[src/rtl/bsfd_pkg.sv]
// Shared types and constants for the byte-stuffing frame decoder.
// No dependencies; every other file in rtl/ imports this package.
package bsfd_pkg;

  localparam int unsigned ByteW  = 8;
  localparam int unsigned SizeW  = 13;
  localparam int unsigned PosW   = 12;
  localparam int unsigned AddrW  = 4;
  localparam int unsigned DataW  = 32;

  localparam logic [ByteW-1:0] StartFlagRst  = 8'hF7;
  localparam logic [ByteW-1:0] EndFlagRst    = 8'h7F;
  localparam logic [ByteW-1:0] EscapeFlagRst = 8'h7D;
  localparam logic [SizeW-1:0] BufSizeRst    = '0;

  // Register indexes, taken from paddr[3:2].
  typedef enum logic [1:0] {
    REG_START_FLAG  = 2'd0,
    REG_END_FLAG    = 2'd1,
    REG_ESCAPE_FLAG = 2'd2,
    REG_BUFFER_SIZE = 2'd3
  } reg_idx_e;

  typedef enum logic [0:0] {
    KIND_WRITE    = 1'b0,
    KIND_COMPLETE = 1'b1
  } result_kind_e;

  // One-hot parser states.
  typedef enum logic [2:0] {
    ST_IDLE     = 3'b001,
    ST_ACTIVE   = 3'b010,
    ST_ESCAPING = 3'b100
  } parse_state_e;

  typedef struct packed {
    logic [ByteW-1:0] start_flag;
    logic [ByteW-1:0] end_flag;
    logic [ByteW-1:0] escape_flag;
    logic [SizeW-1:0] buffer_size;
  } cfg_t;

  typedef struct packed {
    result_kind_e    kind;
    logic [ByteW-1:0] payload_byte;
    logic [PosW-1:0]  write_position;
    logic [PosW-1:0]  frame_length;
  } result_t;

endpackage

[src/rtl/bsfd_regs.sv]
// Configuration registers of the frame decoder behind an APB-style port.
// Depends on bsfd_pkg for the register map and the cfg_t bundle.
module bsfd_regs (
  input  logic                        clk_i,
  input  logic                        rst_ni,
  input  logic                        psel,
  input  logic                        penable,
  input  logic                        pwrite,
  input  logic [bsfd_pkg::AddrW-1:0]  paddr,
  input  logic [bsfd_pkg::DataW-1:0]  pwdata,
  output logic [bsfd_pkg::DataW-1:0]  prdata,
  output logic                        pready,
  output bsfd_pkg::cfg_t              cfg_o
);
  import bsfd_pkg::*;

  cfg_t     cfg_q, cfg_d;
  reg_idx_e idx;
  logic     wr_en;

  assign pready = 1'b1;
  assign idx    = reg_idx_e'(paddr[3:2]);
  assign wr_en  = psel & penable & pwrite & pready;

  always_comb begin
    cfg_d = cfg_q;
    if (wr_en) begin
      case (idx)
        REG_START_FLAG:  cfg_d.start_flag  = pwdata[ByteW-1:0];
        REG_END_FLAG:    cfg_d.end_flag    = pwdata[ByteW-1:0];
        REG_ESCAPE_FLAG: cfg_d.escape_flag = pwdata[ByteW-1:0];
        REG_BUFFER_SIZE: cfg_d.buffer_size = pwdata[SizeW-1:0];
        default:         cfg_d = cfg_q;
      endcase
    end
  end

  always_comb begin
    case (idx)
      REG_START_FLAG:  prdata = DataW'(cfg_q.start_flag);
      REG_END_FLAG:    prdata = DataW'(cfg_q.end_flag);
      REG_ESCAPE_FLAG: prdata = DataW'(cfg_q.escape_flag);
      REG_BUFFER_SIZE: prdata = DataW'(cfg_q.buffer_size);
      default:         prdata = '0;
    endcase
  end

  always_ff @(posedge clk_i or negedge rst_ni) begin
    if (!rst_ni) begin
      cfg_q.start_flag  <= StartFlagRst;
      cfg_q.end_flag    <= EndFlagRst;
      cfg_q.escape_flag <= EscapeFlagRst;
      cfg_q.buffer_size <= BufSizeRst;
    end else begin
      cfg_q <= cfg_d;
    end
  end

  assign cfg_o = cfg_q;

endmodule

[src/rtl/bsfd_parse.sv]
// Deframing state machine: parse state, write cursor and result decode for one byte.
// Depends on bsfd_pkg for the state encoding, cfg_t and result_t.
module bsfd_parse #(
  parameter int unsigned MAX_BUFFER = 4096
) (
  input  logic                       clk_i,
  input  logic                       rst_ni,
  input  logic                       accept_i,
  input  logic [bsfd_pkg::ByteW-1:0] rx_byte_i,
  input  bsfd_pkg::cfg_t             cfg_i,
  output logic                       push_o,
  output bsfd_pkg::result_t          result_o
);
  import bsfd_pkg::*;

  // The cursor never exceeds the smaller of MAX_BUFFER - 1 and the largest
  // programmable size minus one.
  localparam int unsigned CurW  = (MAX_BUFFER > (1 << SizeW)) ? SizeW : $clog2(MAX_BUFFER);
  localparam int unsigned ExtW  = (CurW > PosW) ? CurW : PosW;
  localparam int unsigned CmpW  = 18;

  parse_state_e     state_q, state_d;
  logic [CurW-1:0]  cursor_q, cursor_d;
  logic [SizeW-1:0] eff_size;
  logic [CmpW-1:0]  cursor_inc;
  logic             enabled;
  logic             full;
  logic [ExtW-1:0]  cursor_ext;
  logic [PosW-1:0]  cursor_pos;

  // A programmed size above MAX_BUFFER behaves as MAX_BUFFER.
  assign eff_size   = (CmpW'(cfg_i.buffer_size) > CmpW'(MAX_BUFFER)) ?
                      SizeW'(MAX_BUFFER) : cfg_i.buffer_size;
  assign enabled    = (eff_size != '0);
  assign cursor_inc = CmpW'(cursor_q) + CmpW'(1);
  assign full       = (cursor_inc >= CmpW'(eff_size));
  assign cursor_ext = ExtW'(cursor_q);
  assign cursor_pos = cursor_ext[PosW-1:0];

  always_comb begin
    state_d  = state_q;
    cursor_d = cursor_q;
    push_o   = 1'b0;
    result_o = '{kind: KIND_WRITE, payload_byte: rx_byte_i,
                 write_position: cursor_pos, frame_length: '0};

    if (accept_i && enabled) begin
      case (state_q)
        ST_ESCAPING: begin
          // Any byte after an escape is literal payload.
          if (full) begin
            state_d = ST_IDLE;
          end else begin
            push_o   = 1'b1;
            cursor_d = cursor_inc[CurW-1:0];
            state_d  = ST_ACTIVE;
          end
        end
        ST_ACTIVE: begin
          if (rx_byte_i == cfg_i.start_flag) begin
            cursor_d = '0;
          end else if (rx_byte_i == cfg_i.end_flag) begin
            state_d  = ST_IDLE;
            push_o   = 1'b1;
            result_o = '{kind: KIND_COMPLETE, payload_byte: '0,
                         write_position: '0, frame_length: cursor_pos};
          end else if (rx_byte_i == cfg_i.escape_flag) begin
            state_d = ST_ESCAPING;
          end else if (full) begin
            state_d = ST_IDLE;
          end else begin
            push_o   = 1'b1;
            cursor_d = cursor_inc[CurW-1:0];
          end
        end
        default: begin
          // Idle: only a start flag matters.
          if (rx_byte_i == cfg_i.start_flag) begin
            state_d  = ST_ACTIVE;
            cursor_d = '0;
          end
        end
      endcase
    end
  end

  always_ff @(posedge clk_i or negedge rst_ni) begin
    if (!rst_ni) begin
      state_q  <= ST_IDLE;
      cursor_q <= '0;
    end else begin
      state_q  <= state_d;
      cursor_q <= cursor_d;
    end
  end

  a_disabled_holds: assert property (@(posedge clk_i) disable iff (!rst_ni)
    (accept_i && !enabled) |=> ($stable(state_q) && $stable(cursor_q)))
    else $error("parser state moved while disabled");

  a_complete_to_idle: assert property (@(posedge clk_i) disable iff (!rst_ni)
    (push_o && result_o.kind == KIND_COMPLETE) |=> (state_q == ST_IDLE))
    else $error("frame completion did not return to idle");

  a_write_advances: assert property (@(posedge clk_i) disable iff (!rst_ni)
    (push_o && result_o.kind == KIND_WRITE) |=>
      (cursor_q == $past(cursor_q) + CurW'(1)) && (state_q == ST_ACTIVE))
    else $error("payload write did not advance the cursor");

endmodule

[src/rtl/bsfd_outreg.sv]
// Result register with a skid stage that catches one further result under a stall.
// Depends on bsfd_pkg for result_t.
module bsfd_outreg (
  input  logic              clk_i,
  input  logic              rst_ni,
  input  logic              push_i,
  input  bsfd_pkg::result_t result_i,
  output logic              in_ready_o,
  output logic              out_valid_o,
  input  logic              out_ready_i,
  output bsfd_pkg::result_t result_o
);
  import bsfd_pkg::*;

  logic    out_valid_q, out_valid_d;
  logic    skid_valid_q, skid_valid_d;
  result_t out_q, out_d;
  result_t skid_q, skid_d;
  logic    pop;

  assign in_ready_o = !skid_valid_q;
  assign pop        = out_valid_q & out_ready_i;

  always_comb begin
    out_valid_d  = out_valid_q;
    skid_valid_d = skid_valid_q;
    out_d        = out_q;
    skid_d       = skid_q;
    if (pop || !out_valid_q) begin
      out_valid_d  = skid_valid_q | push_i;
      out_d        = skid_valid_q ? skid_q : result_i;
      skid_valid_d = 1'b0;
    end else if (push_i) begin
      skid_valid_d = 1'b1;
      skid_d       = result_i;
    end
  end

  always_ff @(posedge clk_i or negedge rst_ni) begin
    if (!rst_ni) begin
      out_valid_q  <= 1'b0;
      skid_valid_q <= 1'b0;
    end else begin
      out_valid_q  <= out_valid_d;
      skid_valid_q <= skid_valid_d;
    end
  end

  always_ff @(posedge clk_i) begin
    out_q  <= out_d;
    skid_q <= skid_d;
  end

  assign out_valid_o = out_valid_q;
  assign result_o    = out_q;

  a_skid_behind_out: assert property (@(posedge clk_i) disable iff (!rst_ni)
    skid_valid_q |-> out_valid_q)
    else $error("skid stage holds an item ahead of the output register");

  a_skid_drains: assert property (@(posedge clk_i) disable iff (!rst_ni)
    (skid_valid_q && out_ready_i) |=> (out_valid_q && !skid_valid_q))
    else $error("skid item not moved to the output register");

  a_no_push_when_full: assert property (@(posedge clk_i) disable iff (!rst_ni)
    skid_valid_q |-> !push_i)
    else $error("result pushed while both stages are occupied");

endmodule

[src/rtl/byte_stuffing_frame_decoder.sv]
// Top level of the byte-stuffing frame decoder (receive side).
// Depends on bsfd_pkg, bsfd_regs, bsfd_parse and bsfd_outreg.
//
// Usage
//   Raw link bytes arrive on the input channel (rx_byte_i, in_valid_i /
//   in_ready_o), one item per accepted byte. Each byte yields at most one
//   result item on the output channel (out_valid_o / out_ready_i): either a
//   payload write (result_kind_o = 0, with payload_byte_o at write_position_o)
//   or a frame completion (result_kind_o = 1, with frame_length_o).
//   Flag bytes and the buffer size are set through the APB-style port; they
//   should only be changed while no item is in flight.
// Timing
//   The parser state and cursor update in the cycle a byte is accepted, and
//   its result is registered in the output register, or in the skid stage
//   when that register is stalled. One byte is accepted every cycle for as
//   long as the result register and its skid stage are not both occupied.
// Reset and stalls
//   Reset returns the parser to idle with the cursor at zero, empties both
//   result stages and loads the default flags with a buffer size of zero,
//   which leaves the block disabled until the size is programmed. When the
//   receiver stalls, one further result is caught in the skid stage and
//   in_ready_o then drops until the receiver takes an item.
module byte_stuffing_frame_decoder #(
  parameter int unsigned MAX_BUFFER = 4096
) (
  input  logic                        clk_i,
  input  logic                        rst_ni,
  // Configuration port
  input  logic                        psel,
  input  logic                        penable,
  input  logic                        pwrite,
  input  logic [bsfd_pkg::AddrW-1:0]  paddr,
  input  logic [bsfd_pkg::DataW-1:0]  pwdata,
  output logic [bsfd_pkg::DataW-1:0]  prdata,
  output logic                        pready,
  // Input channel
  input  logic                        in_valid_i,
  output logic                        in_ready_o,
  input  logic [bsfd_pkg::ByteW-1:0]  rx_byte_i,
  // Output channel
  output logic                        out_valid_o,
  input  logic                        out_ready_i,
  output logic                        result_kind_o,
  output logic [bsfd_pkg::ByteW-1:0]  payload_byte_o,
  output logic [bsfd_pkg::PosW-1:0]   write_position_o,
  output logic [bsfd_pkg::PosW-1:0]   frame_length_o
);
  import bsfd_pkg::*;

  cfg_t    cfg;
  logic    accept;
  logic    push;
  result_t result_new;
  result_t result_out;

  // A byte is taken when in_valid_i is high and the skid stage is free to catch its result.
  assign accept = in_valid_i & in_ready_o;

  bsfd_regs u_regs (
    .clk_i   (clk_i),
    .rst_ni  (rst_ni),
    .psel    (psel),
    .penable (penable),
    .pwrite  (pwrite),
    .paddr   (paddr),
    .pwdata  (pwdata),
    .prdata  (prdata),
    .pready  (pready),
    .cfg_o   (cfg)
  );

  bsfd_parse #(
    .MAX_BUFFER (MAX_BUFFER)
  ) u_parse (
    .clk_i     (clk_i),
    .rst_ni    (rst_ni),
    .accept_i  (accept),
    .rx_byte_i (rx_byte_i),
    .cfg_i     (cfg),
    .push_o    (push),
    .result_o  (result_new)
  );

  bsfd_outreg u_outreg (
    .clk_i       (clk_i),
    .rst_ni      (rst_ni),
    .push_i      (push),
    .result_i    (result_new),
    .in_ready_o  (in_ready_o),
    .out_valid_o (out_valid_o),
    .out_ready_i (out_ready_i),
    .result_o    (result_out)
  );

  assign result_kind_o    = result_out.kind;
  assign payload_byte_o   = result_out.payload_byte;
  assign write_position_o = result_out.write_position;
  assign frame_length_o   = result_out.frame_length;

endmodule
[config.mk]
export PLATFORM = sky130hd
export DESIGN_NAME = byte_stuffing_frame_decoder
export DESIGN_NICKNAME = d
export VERILOG_FILES = /design/src/rtl/bsfd_pkg.sv /design/src/rtl/bsfd_regs.sv /design/src/rtl/bsfd_parse.sv /design/src/rtl/bsfd_outreg.sv /design/src/rtl/byte_stuffing_frame_decoder.sv
export SDC_FILE = /design/constraint.sdc
export NUM_CORES = 1
export LEC_CHECK = 0
export BUFFER_PORTS_ARGS = -buffer_cell sky130_fd_sc_hd__buf_2
export CAP_MARGIN = 5
export CELL_PAD_IN_SITES_DETAIL_PLACEMENT = 1
export CELL_PAD_IN_SITES_GLOBAL_PLACEMENT = 2
export CORE_ASPECT_RATIO = 1.75
export CORE_MARGIN = 2
export CORE_UTILIZATION = 40
export CTS_CLUSTER_SIZE = 16
export DETAILED_ROUTE_END_ITERATION = 10
export HOLD_SLACK_MARGIN = 0.15
export PLACE_DENSITY_LB_ADDON = 0.1
export REMOVE_ABC_BUFFERS = 1
export SYNTH_ARGS = -nofsm -noshare
export SYNTH_HDL_FRONTEND = slang
export SYNTH_SLANG_ARGS = --single-unit
[constraint.sdc]
create_clock -name clk_i -period 8.9 [get_ports clk_i]
set_clock_uncertainty 0.2 [all_clocks]
set_input_delay 0 -clock clk_i [delete_from_list [all_inputs] [get_ports clk_i]]
set_output_delay 0 -clock clk_i [all_outputs]
set_load 0.02 [all_outputs]
Word level (Yosys, flattened, before mapping)

Cells that the tools add are included.

Register bits after elaboration: 120
Latch bits: 0
Memory bits (writable): 0
Bits in read-only memories: 0
Output and inout bits: 68
Memories kept: 0

Add/sub/neg operators: 1
$mul: 0
Div/mod/pow operators: 0
$lt $le $gt $ge: 2
Eq/ne operators: 12
Shifts and indexed selects: 0
Mux-type cells: 28
Bitwise logic cells: 6
Reductions and logical operators: 15

Operators with widths:

| kind                  | count |
|---|---|
| $mux 33               | 5 |
| $pmux 32 s4           | 1 |
| $mux 12               | 5 |
| $eq 8x8->1            | 3 |
| $pmux 12 s2           | 1 |
| $ge 18x13->1          | 1 |
| $mux 3                | 5 |
| $add 12x1->13 const B | 1 |
| $gt 13x13->1 const B  | 1 |
| $mux 13               | 1 |
| $reduce_bool 13->1    | 1 |
| $reduce_and 2->1      | 5 |
| $reduce_and 4->1      | 2 |
| $mux 1                | 7 |
| $ne 3x2->1 const B    | 2 |
| $pmux 3 s2            | 1 |
| $and 1x1->1           | 4 |
| $eq 2x2->1 const B    | 2 |
| $ne 4x1->1 const B    | 1 |
| $eq 3x2->1 const B    | 1 |
| $eq 3x3->1 const B    | 1 |
| $reduce_bool 3->1     | 1 |
| $eq 2x1->1 const B    | 1 |
| $logic_not 1->1       | 2 |
| 9 further kinds       | 9 |

Logic depth before layout (Yosys ltp)

Word-level depth: 11
Depth in mapped cells: 13
Gate-level depth less buffers: 12

Hierarchy

A second synthesis with hierarchy kept.

Cell total of the unflattened synthesis: 476
Area total of the unflattened synthesis: 6,397.4 um2

By module, submodules not included:

| module                      | times used | cells an instance | area an instance (um2) | sequential area each (um2) |
|---|---|---|---|---|
| bsfd_outreg                 | 1          | 112               | 2,608.8                | 2,031.9 |
| bsfd_parse                  | 1          | 242               | 1,920.6                | 376.6 |
| bsfd_regs                   | 1          | 121               | 1,861.8                | 950.9 |
| byte_stuffing_frame_decoder | 1          | 1                 | 6.3                    | 0.0 |

Least setup slack after synthesis

Ideal clock, no wire load.

Kind: flip-flop to flip-flop
From: reg u_parse.cursor_q[0] (netlist: u_parse.cursor_ext[0])
To: reg u_outreg.skid_q[0] in the netlist's numbering (enable)
Library setup time: 0.434 ns
Arrival time: 3.926 ns
Required time: 8.266 ns
Slack: 4.340 ns
Cell stages (with the launch flop): 13
Clock period less this slack: 4.560 ns
Cells stage by stage: dfrtp_1 -> nand3_2 -> or2_2 -> nor2_1 -> nand3_1 -> xnor2_1 -> ha_1 -> a21oi_1 -> o21a_1 -> o21ai_0 -> a21oi_1 -> nand3_1 -> a21oi_1

Longest elaborated chain between the ends: 9

RTL lines:

| item                                | RTL line                           | text |
|---|---|---|
| from (decl)                         | bsfd_parse.sv:23                   | `logic [CurW-1:0] cursor_q, cursor_d;` |
| from (signal assigned)              | bsfd_parse.sv:93                   | `cursor_q <= cursor_d;` |
| $add 12x1->13 *                     | bsfd_parse.sv:35                   | `assign cursor_inc = CmpW'(cursor_q) + CmpW'(1);` |
| $ge 18x13->1 *                      | bsfd_parse.sv:36                   | `assign full = (cursor_inc >= CmpW'(eff_size));` |
| $mux 1 *                            | bsfd_parse.sv:51, bsfd_parse.sv:69 |  |
| $mux 1                              | bsfd_parse.sv:67                   | `end else if (rx_byte_i == cfg_i.escape_flag) begin` |
| $mux 1                              | bsfd_parse.sv:62                   | `end else if (rx_byte_i == cfg_i.end_flag) begin` |
| $mux 1                              | bsfd_parse.sv:60                   | `if (rx_byte_i == cfg_i.start_flag) begin` |
| $pmux 1 s2 *                        | bsfd_parse.sv:48                   | `case (state_q)` |
| $mux 1 *                            | bsfd_parse.sv:47                   | `if (accept_i && enabled) begin` |
| $reduce_and 2->1 (no source line) * | --                                 |  |
| to (signal assigned)                | bsfd_outreg.sv:51                  | `skid_q <= skid_d;` |
| to (decl)                           | bsfd_outreg.sv:18                  | `result_t skid_q, skid_d;` |

Every way passes the cells marked *; elsewhere a longest branch is shown, timed or not.
A chain may end at the register's enable or synchronous reset.

Final worst setup path

From: reg u_parse.cursor_q[0] (netlist: u_parse.cursor_ext[0])
To: reg u_outreg.skid_q[19] in the netlist's numbering (enable)

Same word-level chain as after synthesis.

==> results.toml <==
[clock_network]
path_clk_slew_ps = 60
clock_latency_ps = 420
root_buffer = "clkbuf_16"
cts_tree = "yes"
cts_made_buffers = 17
cts_buffer_depth = 2
h-tree-depth = 4
cts_setup_buffers = 0
cts.sinks = 120

[synth]
yosysMostFrequentCell = "edfxtp_1"
ys.flop_type = "edfxtp_1"
ys_seq_area_frac = 0.5436
yosys_warnings = 0
synth_edf_count = 66
synth_top_family_by_area = "multiplexers"
netlist_instances = 476
postSynthAreaPerCell_um2 = 12.98
synth_mux_area_frac = 0.1334
synth-seq-cells = 120
synthAdderAreaFrac = 0.02835
synth-compound-area-share = 0.07653
ys_top_cells_by_count = "edfxtp_1 (66), mux2_2 (56), dfrtp_1 (33)"
yosys.area.top_type = "edfxtp_1"
synth_cell_type_count = 58
syn_area_um2 = 6180
synth_area_leaders = "edfxtp_1 (32%), dfrtp_1 (13%), mux2_2 (10%)"
yosys.area_share.xor_xnor = 0.04819
yosys.area_share.simple = 0.1231
netlist.area_leader.share = 0.3207
synthArstFlopShare = 0.4500

[run]
maxCapViolations = 0

[global_routing]
grt_pass1_wl_mm = 24.91
grtUsageTotal = 0.1981
grt_pass1_vias = 4546
grt_max_degree = 55
grt_overflow_total = 0
antenna_found_initial = 0

[route]
vias = 4158
drt-initial-drc-count = 100
antenna_left = 0
dr.pass1.iters = 4
drt_wl_total_mm = 15.53
viasPerCell = 5.283
drc_errors = 0
drt-wirelength-per-cell_um = 19.74

[sta]
fin_crit_sh = 0.4649
fin_ws_ps = 4762
hold_viol = 0
slew_violations = 0
worst_pin_slew_ps = 1137
fmax_ghz = 0.2417
timing.max_slew.rel_slack = 0.2423
setup_viol = 0
layout_min_cycle_time_ps = 4138
final.setup.tns_ps = 0
rsz0062_at_grt = "no"

[place]
dp_slack_ps = 4673
portBuffers = 77
post-dp-hpwl_mm = 10.97
place_congestion = 0.8365

[setup_path]
critPathCaptureType = "flip-flop"
path_cells = "nand3_2 -> or2_2 -> nor2_1 -> nand3_1 -> xnor2_1 -> ha_1 -> a21oi_1 -> o21a_1 -> o21ai_0 -> a21oi_1 -> nand3_1 -> a21oi_2 -> buf_4"
required_ps = 8760
critPathLaunchType = "flip-flop"
rr_endpoint = "u_outreg.skid_q[19]"
worstRegToRegCells = 13
r2r_setup_slack_ps = 4760
max_stage_delay_ps = 510
r2r-start = "u_parse.cursor_ext[0]"
crit_type = "flip-flop to flip-flop"
path_buf_inv = 1
cp.depth = 13
crit_arrival_ps = 4000
crit_fanout = 33
path_delay_family = "simple AND/OR/NAND/NOR gates"
crit_slowest_cell = "dfrtp_1"

[final_layout]
n_fill_cell = 1620
diodes = 0
drive_gt1_frac = 0.3544
finalNetCount = 653
area_growth_syn_to_layout_pct = 22.90

[floorplan]
num_io_pins = 119
core-area_um2 = 15240
die_h_um = 168.4
dieArea_um2 = 16500
initial_core_util = 0.4055
rows = 60
die_w_um = 97.96

[power_and_ir_drop]
ir_worst_vdd_mv = 0.1503
p_int_mw = 1.495
p_sw_frac = 0.3362
pwr-share-seq = 0.391
power_leakage_nw = 3.258
clkPwrFrac = 0.319
power_density_nw_per_um2 = 296.5
power_switching_mw = 0.7570
comb_power_share = 0.290

[worst_hold_path]
min_delay_path_depth = 3
hold_class = "input pin to flip-flop"
hold_start = "pwdata[9]"
min_to = "u_regs.cfg_o[9]"

[run_status]
status = "complete, no violations"
-- kinds of logic (layout without fill, tap and decap cells) --
logic type,after synthesis,in the layout
xor+xnor,34,34
other cells,2,20
flops,120,120
fa+ha+maj,14,14
compound gates,64,64
simple gates,132,132
buf+inv,45,152
mux,65,65
-- flip-flops by register name, summed over array words and instances (netlist names) --
signal and flops:
u_outreg.out_valid_o 1, u_outreg.result_o 33, u_outreg.skid_q 33, u_outreg.skid_valid_q 1
u_parse.cursor_ext 12, u_parse.state_q 3, u_regs.cfg_o 37
-- final cells by class --
class,instances,area (um^2),area share
Tap cell,186,232.7,0.03064
Multi-Input combinational cell,329,2613,0.3440
Sequential cell,120,3359,0.4423
Clock buffer,18,439.2,0.05783
Timing Repair Buffer,115,758.2,0.09984
Inverter,5,18.77,0.002471
Clock inverter,14,173.9,0.02290
-- worst register-to-register path, stage by stage, from the launching register on --
cell and delay, ps:
dfrtp_1 510, nand3_2 200, or2_2 370, nor2_1 210, nand3_1 180, xnor2_1 230, ha_1 280, a21oi_1 160
o21a_1 130, o21ai_0 180, a21oi_1 370, nand3_1 180, a21oi_2 160, buf_4 420
-- cells in the final DEF, fill, tap and decap left out, types with 17 or more instances in the layout --
cell type and count:
buf_2 77, conb_1 20, edfxtp_1 66, xnor2_1 24, dlygate4sd3_1 35, dfrtp_1 33
and2_1 22, and3_1 19, mux2_2 56, clkbuf_16 17, dfstp_2 21, nand2_1 29
-- what timing repair did --
item,in CTS,in global routing
endpoints found under the setup margin,0,0
hold buffers,35,0
gates resized for setup,0,0
hold endpoints to repair,114,0
-- how the worst max path moves through the flow --
stage	start	slack, ps	endpoint
after floorplan	u_parse.cursor_ext[0]	4340	u_outreg.skid_q[0]
after global placement	u_parse.cursor_ext[0]	4700	u_outreg.skid_q[11]
after detailed placement	u_parse.cursor_ext[0]	4670	u_outreg.skid_q[11]
after CTS	u_parse.cursor_ext[0]	4660	u_outreg.skid_q[7]
after global routing	u_parse.cursor_ext[0]	4400	u_outreg.skid_q[7]
final	u_parse.cursor_ext[0]	4760	u_outreg.skid_q[19]
-- per-stage QoR --
step                        util  hold slack [ps]  area, um^2  power, mW  std cells
final                     0.4984            173.8        7595      2.252        787
after global routing      0.4984            186.0        7595      2.374        787
after CTS                 0.4984            152.9        7595      2.280        787
after detailed placement  0.4351           0.3811        6631      1.535        720
after global placement    0.4351           -2.717        6631      1.505        720
after floorplan                -           -495.6        5984      1.310        454
-- power by group through the flow --
| stage | combinational, mW | clock [mW] | sequential (mW) |
|---|---|---|---|
| floorplan | 0.372 | 0 | 0.938 |
| global placement | 0.624 | 0 | 0.882 |
| detailed placement | 0.642 | 0 | 0.893 |
| CTS | 0.662 | 0.734 | 0.884 |
| global route | 0.717 | 0.756 | 0.900 |
| finish | 0.653 | 0.718 | 0.880 |
-- layer usage --
metal  vias to the layer above  global-route usage  part of all wire
met5                         -                   0                 0
met4                         0             0.06461             0.014
met3                        14             0.03321             0.021
met2                        71              0.3934              0.60
met1                      2126              0.2053              0.37
li1                       1947                   -                 -
Power figures use the tool's default switching activity.
